## src/rtl/crc16fr_pkg.sv

```systemverilog
// ----------------------------------------------------------------------------
// crc16fr_pkg
// Shared constants, codes and the CRC-16-CCITT byte update for the frame
// receiver.
// ----------------------------------------------------------------------------
package crc16fr_pkg;

    localparam int unsigned BYTE_W     = 8;
    localparam int unsigned LEN_W      = 16;
    localparam int unsigned CRC_W      = 16;
    localparam int unsigned OUT_DATA_W = 48;
    localparam int unsigned APB_ADDR_W = 3;
    localparam int unsigned APB_DATA_W = 32;

    localparam logic [CRC_W-1:0] CRC_POLY = 16'h1021;
    localparam logic [CRC_W-1:0] CRC_INIT = 16'hFFFF;
    localparam logic [CRC_W-1:0] CRC_MSB  = 16'h8000;

    localparam logic [BYTE_W-1:0] START_BYTE_RST    = 8'd170;
    localparam logic [LEN_W-1:0]  PAYLOAD_LIMIT_RST = 16'd1024;

    // register index, taken from paddr[2]
    localparam logic REG_START_BYTE    = 1'b0;
    localparam logic REG_PAYLOAD_LIMIT = 1'b1;

    // tuser codes
    localparam logic KIND_PAYLOAD = 1'b0;
    localparam logic KIND_VERDICT = 1'b1;

    function automatic logic [CRC_W-1:0] crc_byte(input logic [CRC_W-1:0] c,
                                                  input logic [BYTE_W-1:0] b);
        logic [CRC_W-1:0] r;
        r = c ^ {b, 8'h00};
        for (int k = 0; k < 8; k++)
        begin
            if ((r & CRC_MSB) != '0)
                r = {r[CRC_W-2:0], 1'b0} ^ CRC_POLY;
            else
                r = {r[CRC_W-2:0], 1'b0};
        end
        return r;
    endfunction

endpackage

```

## src/rtl/crc16_frame_receiver.sv

```systemverilog
// ----------------------------------------------------------------------------
// crc16_frame_receiver
// Framed packet receiver: start byte, 16-bit LE length, sequence, command,
// payload, 16-bit LE CRC-16-CCITT (0x1021, init 0xFFFF) over seq/cmd/payload.
//
// Usage:
//   s_axis carries one received byte per word. m_axis gives one word per
//   payload byte (tuser = 0) and one verdict word after the last CRC byte
//   (tuser = 1, crc_good set when the CRC matched). Headers, oversized frames
//   (length above payload_limit) and bytes seen while hunting give no word.
//   An APB port holds start_byte (0x0) and payload_limit (0x4).
//   Throughput: one byte per cycle while m_axis does not stall; the input
//   register, the frame state and the output register each advance once per
//   cycle, the CRC byte update is combinational logic feeding the CRC register.
//   When m_axis stalls, the output register holds its word and one more byte
//   waits in the input register; s_axis_tready then drops.
//   Reset puts the block in the hunting state with empty registers and the
//   configuration back at start_byte = 170, payload_limit = 1024.
// ----------------------------------------------------------------------------
module crc16_frame_receiver
    import crc16fr_pkg::*;
(
    input  logic                  clk,
    input  logic                  rst_n,
    input  logic                  s_axis_tvalid,
    output logic                  s_axis_tready,
    input  logic [BYTE_W-1:0]     s_axis_tdata,  // [7:0] rx_byte
    output logic                  m_axis_tvalid,
    input  logic                  m_axis_tready,
    // [7:0] payload_byte, [15:8] frame_seq, [23:16] frame_cmd,
    // [39:24] frame_len, [40] crc_good, [47:41] zero
    output logic [OUT_DATA_W-1:0] m_axis_tdata,
    output logic                  m_axis_tuser,  // [0] result_kind
    input  logic                  psel,
    input  logic                  penable,
    input  logic                  pwrite,
    input  logic [APB_ADDR_W-1:0] paddr,
    input  logic [APB_DATA_W-1:0] pwdata,
    output logic [APB_DATA_W-1:0] prdata,
    output logic                  pready
);

    typedef enum logic [2:0] {
        PH_SOF,
        PH_LEN0,
        PH_LEN1,
        PH_SEQ,
        PH_CMD,
        PH_PAY,
        PH_CRC0,
        PH_CRC1
    } phase_t;

    phase_t              phase_reg, phase_next;
    logic [LEN_W-1:0]    len_reg, len_next;
    logic [LEN_W-1:0]    count_reg, count_next;
    logic [BYTE_W-1:0]   seq_reg, seq_next;
    logic [BYTE_W-1:0]   cmd_reg, cmd_next;
    logic [CRC_W-1:0]    crc_reg, crc_next;
    logic [BYTE_W-1:0]   crc_low_reg, crc_low_next;
    logic [BYTE_W-1:0]   start_byte_reg, start_byte_next;
    logic [LEN_W-1:0]    limit_reg, limit_next;
    logic                in_valid_reg, in_valid_next;
    logic [BYTE_W-1:0]   in_byte_reg, in_byte_next;
    logic                m_valid_reg, m_valid_next;
    logic [OUT_DATA_W-1:0] m_data_reg, m_data_next;
    logic                m_user_reg, m_user_next;

    logic                out_free;
    logic                proc;
    logic                s_accept;
    logic                cfg_write;
    logic                res_valid;
    logic                res_kind;
    logic [BYTE_W-1:0]   res_byte;
    logic                res_good;
    logic [CRC_W-1:0]    crc_upd;
    logic [LEN_W-1:0]    count_inc;
    logic [LEN_W-1:0]    len_full;
    logic [CRC_W-1:0]    crc_rx;

    assign out_free      = !m_valid_reg || m_axis_tready;
    assign proc          = in_valid_reg && out_free;
    assign s_axis_tready = !in_valid_reg || out_free;
    assign s_accept      = s_axis_tvalid && s_axis_tready;
    assign cfg_write     = psel && penable && pwrite;

    assign crc_upd   = crc_byte(crc_reg, in_byte_reg);
    assign count_inc = count_reg + 1'b1;
    assign len_full  = {in_byte_reg, len_reg[BYTE_W-1:0]};
    assign crc_rx    = {in_byte_reg, crc_low_reg};

    always_comb
    begin
        phase_next      = phase_reg;
        len_next        = len_reg;
        count_next      = count_reg;
        seq_next        = seq_reg;
        cmd_next        = cmd_reg;
        crc_next        = crc_reg;
        crc_low_next    = crc_low_reg;
        start_byte_next = start_byte_reg;
        limit_next      = limit_reg;
        res_valid       = 1'b0;
        res_kind        = KIND_PAYLOAD;
        res_byte        = '0;
        res_good        = 1'b0;

        if (cfg_write)
        begin
            case (paddr[2])
                REG_START_BYTE:    start_byte_next = pwdata[BYTE_W-1:0];
                REG_PAYLOAD_LIMIT: limit_next      = pwdata[LEN_W-1:0];
                default:           ;
            endcase
        end

        if (proc)
        begin
            case (phase_reg)
                PH_SOF:
                begin
                    if (in_byte_reg == start_byte_reg)
                        phase_next = PH_LEN0;
                end
                PH_LEN0:
                begin
                    len_next   = {{(LEN_W-BYTE_W){1'b0}}, in_byte_reg};
                    phase_next = PH_LEN1;
                end
                PH_LEN1:
                begin
                    len_next   = len_full;
                    phase_next = (len_full > limit_reg) ? PH_SOF : PH_SEQ;
                end
                PH_SEQ:
                begin
                    seq_next   = in_byte_reg;
                    crc_next   = crc_byte(CRC_INIT, in_byte_reg);
                    phase_next = PH_CMD;
                end
                PH_CMD:
                begin
                    cmd_next   = in_byte_reg;
                    crc_next   = crc_upd;
                    count_next = '0;
                    phase_next = (len_reg != '0) ? PH_PAY : PH_CRC0;
                end
                PH_PAY:
                begin
                    crc_next   = crc_upd;
                    count_next = count_inc;
                    if (count_inc >= len_reg)
                        phase_next = PH_CRC0;
                    res_valid  = 1'b1;
                    res_kind   = KIND_PAYLOAD;
                    res_byte   = in_byte_reg;
                end
                PH_CRC0:
                begin
                    crc_low_next = in_byte_reg;
                    phase_next   = PH_CRC1;
                end
                PH_CRC1:
                begin
                    res_valid  = 1'b1;
                    res_kind   = KIND_VERDICT;
                    res_good   = (crc_rx == crc_reg);
                    phase_next = PH_SOF;
                end
                default:
                    phase_next = PH_SOF;
            endcase
        end
    end

    always_comb
    begin
        in_valid_next = in_valid_reg;
        in_byte_next  = in_byte_reg;
        if (s_accept)
        begin
            in_valid_next = 1'b1;
            in_byte_next  = s_axis_tdata;
        end
        else if (proc)
            in_valid_next = 1'b0;

        m_valid_next = m_valid_reg && !m_axis_tready;
        m_data_next  = m_data_reg;
        m_user_next  = m_user_reg;
        if (proc && res_valid)
        begin
            m_valid_next = 1'b1;
            m_user_next  = res_kind;
            m_data_next  = {7'b0, res_good, len_reg, cmd_next, seq_reg, res_byte};
        end
    end

    always_ff @(posedge clk or negedge rst_n)
    begin
        if (!rst_n)
        begin
            phase_reg      <= PH_SOF;
            len_reg        <= '0;
            count_reg      <= '0;
            seq_reg        <= '0;
            cmd_reg        <= '0;
            crc_reg        <= CRC_INIT;
            crc_low_reg    <= '0;
            start_byte_reg <= START_BYTE_RST;
            limit_reg      <= PAYLOAD_LIMIT_RST;
            in_valid_reg   <= 1'b0;
            in_byte_reg    <= '0;
            m_valid_reg    <= 1'b0;
            m_data_reg     <= '0;
            m_user_reg     <= KIND_PAYLOAD;
        end
        else
        begin
            phase_reg      <= phase_next;
            len_reg        <= len_next;
            count_reg      <= count_next;
            seq_reg        <= seq_next;
            cmd_reg        <= cmd_next;
            crc_reg        <= crc_next;
            crc_low_reg    <= crc_low_next;
            start_byte_reg <= start_byte_next;
            limit_reg      <= limit_next;
            in_valid_reg   <= in_valid_next;
            in_byte_reg    <= in_byte_next;
            m_valid_reg    <= m_valid_next;
            m_data_reg     <= m_data_next;
            m_user_reg     <= m_user_next;
        end
    end

    assign m_axis_tvalid = m_valid_reg;
    assign m_axis_tdata  = m_data_reg;
    assign m_axis_tuser  = m_user_reg;
    assign pready        = 1'b1;
    assign prdata        = (paddr[2] == REG_PAYLOAD_LIMIT)
                         ? {{(APB_DATA_W-LEN_W){1'b0}}, limit_reg}
                         : {{(APB_DATA_W-BYTE_W){1'b0}}, start_byte_reg};

    a_pay_len_nonzero: assert property (@(posedge clk) disable iff (!rst_n)
        (phase_reg == PH_PAY) |-> (len_reg != '0))
        else $error("payload phase with zero length");

    a_pay_count_bound: assert property (@(posedge clk) disable iff (!rst_n)
        (phase_reg == PH_PAY) |-> (count_reg < len_reg))
        else $error("payload count overran length");

    a_pay_word: assert property (@(posedge clk) disable iff (!rst_n)
        (proc && phase_reg == PH_PAY)
        |=> (m_axis_tvalid && m_axis_tuser == KIND_PAYLOAD))
        else $error("payload byte did not produce a payload word");

    a_verdict_word: assert property (@(posedge clk) disable iff (!rst_n)
        (proc && phase_reg == PH_CRC1)
        |=> (m_axis_tvalid && m_axis_tuser == KIND_VERDICT && phase_reg == PH_SOF))
        else $error("last CRC byte did not produce a verdict");

    a_no_word_header: assert property (@(posedge clk) disable iff (!rst_n)
        (proc && phase_reg != PH_PAY && phase_reg != PH_CRC1)
        |=> !$rose(m_axis_tvalid))
        else $error("word produced outside payload or verdict");

endmodule

```

## config.mk

```make
export PLATFORM = sky130hd
export DESIGN_NAME = crc16_frame_receiver
export DESIGN_NICKNAME = d
export VERILOG_FILES = /design/src/rtl/crc16fr_pkg.sv /design/src/rtl/crc16_frame_receiver.sv
export SDC_FILE = /design/constraint.sdc
export NUM_CORES = 1
export LEC_CHECK = 0
export ABC_CLOCK_PERIOD_IN_PS = 4300
export BUFFER_PORTS_ARGS = -buffer_cell sky130_fd_sc_hd__buf_2
export CAP_MARGIN = 20
export CORE_MARGIN = 2
export CORE_UTILIZATION = 38
export CTS_CLUSTER_SIZE = 14
export DETAILED_ROUTE_END_ITERATION = 7
export SYNTH_ARGS = -nofsm -noshare
export SYNTH_HDL_FRONTEND = slang
export SYNTH_SLANG_ARGS = --single-unit
```

## constraint.sdc

```tcl
create_clock -name clk -period 4.3 [get_ports clk]
set_input_delay 0.215 -clock clk [delete_from_list [all_inputs] [get_ports clk]]
set_output_delay 0.215 -clock clk [all_outputs]
set_load 0.1 [all_outputs]
```

==> run_summary.xml <==
<?xml version="1.0" encoding="UTF-8"?>
<metrics>
  <group name="grt">
    <metric name="grt-ovfl-total" unit="">0</metric>
    <metric name="gr-usage-all-layers" unit="">0.172</metric>
    <metric name="grt_first_pass_wirelength" unit="um">30200</metric>
    <metric name="grt_max_degree" unit="">83</metric>
    <metric name="grt_antenna_before_repair" unit="">0</metric>
    <metric name="first_global_vias" unit="">5565</metric>
  </group>
  <group name="yosys">
    <metric name="most_used_flip_flop_cell_after_synthesis" unit="">sky130_fd_sc_hd__dfrtp_1</metric>
    <metric name="syn_avg_cell_area" unit="um2">10.9</metric>
    <metric name="synthesized_instance_count" unit="">748</metric>
    <metric name="yosys-top-cells-area" unit="">sky130_fd_sc_hd__dfrtp_1, sky130_fd_sc_hd__mux2_2, sky130_fd_sc_hd__dfstp_2</metric>
    <metric name="synth_enable_flop_cells" unit="">0</metric>
    <metric name="synthDominantCellAreaShare" unit="">0.400</metric>
    <metric name="ys_seq_elements" unit="">151</metric>
    <metric name="synth_top_cell_by_area" unit="">sky130_fd_sc_hd__dfrtp_1</metric>
    <metric name="portion_of_the_post_synthesis_area_used_by_sequential_elements" unit="">0.468</metric>
    <metric name="synth_cell_type_count" unit="">60</metric>
    <metric name="synth_warn" unit="">0</metric>
    <metric name="mappedNetlistArea" unit="um2">8140</metric>
    <metric name="synth_async_sr_flop_share" unit="">1.00</metric>
  </group>
  <group name="detailed_routing">
    <metric name="detailroute.via_count" unit="">5603</metric>
    <metric name="wl_met2" unit="um">8470</metric>
    <metric name="topRoutingLayerUsed" unit="">met4</metric>
    <metric name="via_per_inst" unit="">5.03</metric>
    <metric name="dr.first_iter.drc_count" unit="">309</metric>
    <metric name="post-route-drc-count" unit="">0</metric>
    <metric name="wl_met3" unit="um">729</metric>
    <metric name="totalWireLength" unit="um">18700</metric>
    <metric name="detail_route.wirelength.met1" unit="um">9350</metric>
    <metric name="drt_pass1_iterations" unit="">4</metric>
    <metric name="drt-wirelength-per-cell" unit="um">16.8</metric>
    <metric name="antenna_violating_nets_post_route" unit="">0</metric>
  </group>
  <group name="critical_path">
    <metric name="standard_cell_with_the_maximum_stage_delay_on_the_critical_path" unit="">sky130_fd_sc_hd__o41ai_2</metric>
    <metric name="worstPathCellList" unit="">and3_1, nand4_2, nor2_1, nand2_1, xnor2_1, ha_1, a21oi_1, nor2b_1, o21ai_0, nand2_1, o41ai_2, o21ai_0</metric>
    <metric name="timing.critical_path.to_type" unit="">flop</metric>
    <metric name="cp_data_required_time" unit="ns">4.59</metric>
    <metric name="cp_top_family" unit="">compound AO/OA/AOI/OAI gates</metric>
    <metric name="nature_of_the_critical_path_startpoint" unit="">flop</metric>
    <metric name="crit_path_max_incr_delay" unit="ns">0.60</metric>
    <metric name="timing.critical_path.arrival" unit="ns">3.54</metric>
    <metric name="cp.buffers_inverters" unit="">0</metric>
    <metric name="setup.worst_path.class" unit="">reg -&gt; reg</metric>
    <metric name="critical_path_peak_fanout" unit="">6</metric>
  </group>
  <group name="clock_tree">
    <metric name="root_buffer" unit="">sky130_fd_sc_hd__clkbuf_16</metric>
    <metric name="clock_sinks" unit="">151</metric>
    <metric name="post_cts_resize_count" unit="">0</metric>
    <metric name="clkTransAtPathRegs" unit="ns">0.07</metric>
    <metric name="numCtsBuffers" unit="">17</metric>
    <metric name="tritoncts" unit="">built</metric>
    <metric name="number_of_buffers_on_the_longest_clock_path" unit="">2</metric>
    <metric name="cts-hold-fix-buffers" unit="">2</metric>
    <metric name="post-cts-setup-buffers" unit="">0</metric>
    <metric name="clkLatencyLatePin" unit="ns">0.42</metric>
    <metric name="cts.htree.levels" unit="">4</metric>
  </group>
  <group name="cells_and_area">
    <metric name="num-nets-final" unit="">909</metric>
    <metric name="drive_above_1_share" unit="">0.296</metric>
    <metric name="n_fill_cell" unit="">1988</metric>
    <metric name="area_growth" unit="%">14.2</metric>
    <metric name="largest_register_ffs" unit="">41</metric>
    <metric name="finish.cell_count_without_fillers" unit="">1114</metric>
    <metric name="antennaDiodeCount" unit="">0</metric>
  </group>
  <group name="power">
    <metric name="cellLeakagePower" unit="uW">0.00437</metric>
    <metric name="finalPower" unit="uW">7640</metric>
    <metric name="ir_worst_vdd" unit="uV">641</metric>
    <metric name="power_density_over_the_cells" unit="nW/um2">823</metric>
  </group>
  <group name="floorplan">
    <metric name="top_level_ports" unit="">134</metric>
    <metric name="die_area" unit="um2">22600</metric>
    <metric name="die_width" unit="um">150</metric>
    <metric name="core-area" unit="um2">21000</metric>
    <metric name="total_number_of_placement_rows" unit="">53</metric>
    <metric name="floorplan.initialDensity" unit="">0.387</metric>
    <metric name="die_height" unit="um">150</metric>
  </group>
  <group name="sta">
    <metric name="tightestPinTransition" unit="ns">1.05</metric>
    <metric name="slew_viol_final" unit="">0</metric>
    <metric name="totalNegativeSetupSlack" unit="ns">0</metric>
    <metric name="post-route-min-period" unit="ns">3.25</metric>
    <metric name="timing.max_slew.rel_slack" unit="">0.302</metric>
    <metric name="period_share" unit="">0.756</metric>
    <metric name="fmaxAchievable" unit="MHz">307</metric>
    <metric name="hold_viol_final" unit="">0</metric>
    <metric name="final_number_of_setup_violating_endpoints" unit="">0</metric>
    <metric name="clock-skew-final" unit="ns">0.00763</metric>
    <metric name="grt_setup_unrepaired" unit="">no</metric>
  </group>
  <group name="run">
    <metric name="cap_viol_max_count" unit="">0</metric>
  </group>
  <group name="placement">
    <metric name="io_buffer_count" unit="">91</metric>
    <metric name="place_inst" unit="">1080</metric>
    <metric name="place_congestion" unit="">0.790</metric>
    <metric name="detailed_place_hpwl" unit="um">12900</metric>
  </group>
  <group name="worst_hold_path">
    <metric name="holdCritPathClass" unit="">in -&gt; reg</metric>
  </group>
  <group name="outcome">
    <metric name="outcome" unit="">finished, final reports clean</metric>
  </group>
</metrics>
layout make-up:
class	count	area, um2	share of cell area
clock buffer	23	468	0.0504
clock inverter	9	78.8	0.00848
inverter	37	139	0.0149
multi-input combinational	518	3900	0.420
sequential	151	3800	0.410
tap	275	344	0.0370
timing repair buffer	101	554	0.0597
routing by layer:
metal	vias to the layer above	GRT usage
li1	2710	-
met1	2763	0.243
met2	118	0.266
met3	12	0.0388
met4	0	0.0425
met5	-	0
through the flow:
step	hold slack (ns)	area, um2	setup slack [ns]	utilization
final	0.0201	9290	1.05	0.442
after global routing	0.00983	9290	0.719	0.442
after CTS	0.00869	9290	1.05	0.442
after detailed placement	0.277	8720	1.07	0.415
after global placement	0.274	8720	1.13	0.415
after floorplan	-0.0806	8220	1.49	-
worst paths after layout:
check	start	endpoint	slack, ns	cells after the start
min in group asynchronous	rst_n	len_reg[10]	0.36	2
max in group asynchronous	rst_n	limit_reg[10]	3.05	3
max	count_reg[2]	m_axis_tuser	1.05	12
min reg2reg	m_axis_tdata[34]	m_axis_tdata[34]	0.47	2
min	s_axis_tdata[0]	in_byte_reg[0]	0.02	2
max reg2reg	count_reg[2]	m_axis_tuser	1.05	12
Yosys cell counts, drive strengths merged, types with 2 or more instances:
library cell and n:
xor2 41, a21o 5, a2111oi 2, xnor2 36, o31ai 8, mux2 88, or4 2, conb 2
and3 3, nor2 39, nand2b 4, nand4b 2, and4 3, nor3 5, and2 9, nand4 13
inv 37, a22o 13, nor2b 5, or2 2, dfrtp 130, nor4 9, a211oi 4, dfstp 21
nand2 52, clkbuf 24, o21ai 48, o21a 2, a21oi 21, ha 33, nand3 13, nor4b 2
a31oi 11, o22ai 2, o2bb2ai 8, buf 40
cells by family (layout without fill, tap and decap cells):
| kind of cell | count (synthesis) | count (layout) | share of synthesized area |
|---|---|---|---|
| compound gates | 130 | 130 | 0.103 |
| xor+xnor | 77 | 77 | 0.0829 |
| fa+ha+maj | 33 | 33 | 0.0507 |
| buf+inv | 101 | 170 | 0.0638 |
| flops | 151 | 151 | 0.468 |
| mux | 88 | 88 | 0.125 |
| other cells | 2 | 24 | 0.000923 |
| simple gates | 166 | 166 | 0.105 |
cell usage in the layout (no fill, tap or decap), drive strengths merged, types with 23 or more instances in the layout:
cell type	synthesis	layout
xor2	41	41
ha	33	33
nor2	39	39
xnor2	36	36
inv	37	37
clkbuf	24	23
buf	40	99
mux2	88	88
o21ai	48	48
conb	2	24
dfrtp	130	130
nand2	52	52
power breakdown:
part | total [uW] | internal (uW) | switching [uW]
Clock | 1410 | 822 | 585
Combinational | 3730 | 1100 | 2630
Sequential | 2510 | 2000 | 506
(Power assumes the default switching activity.)
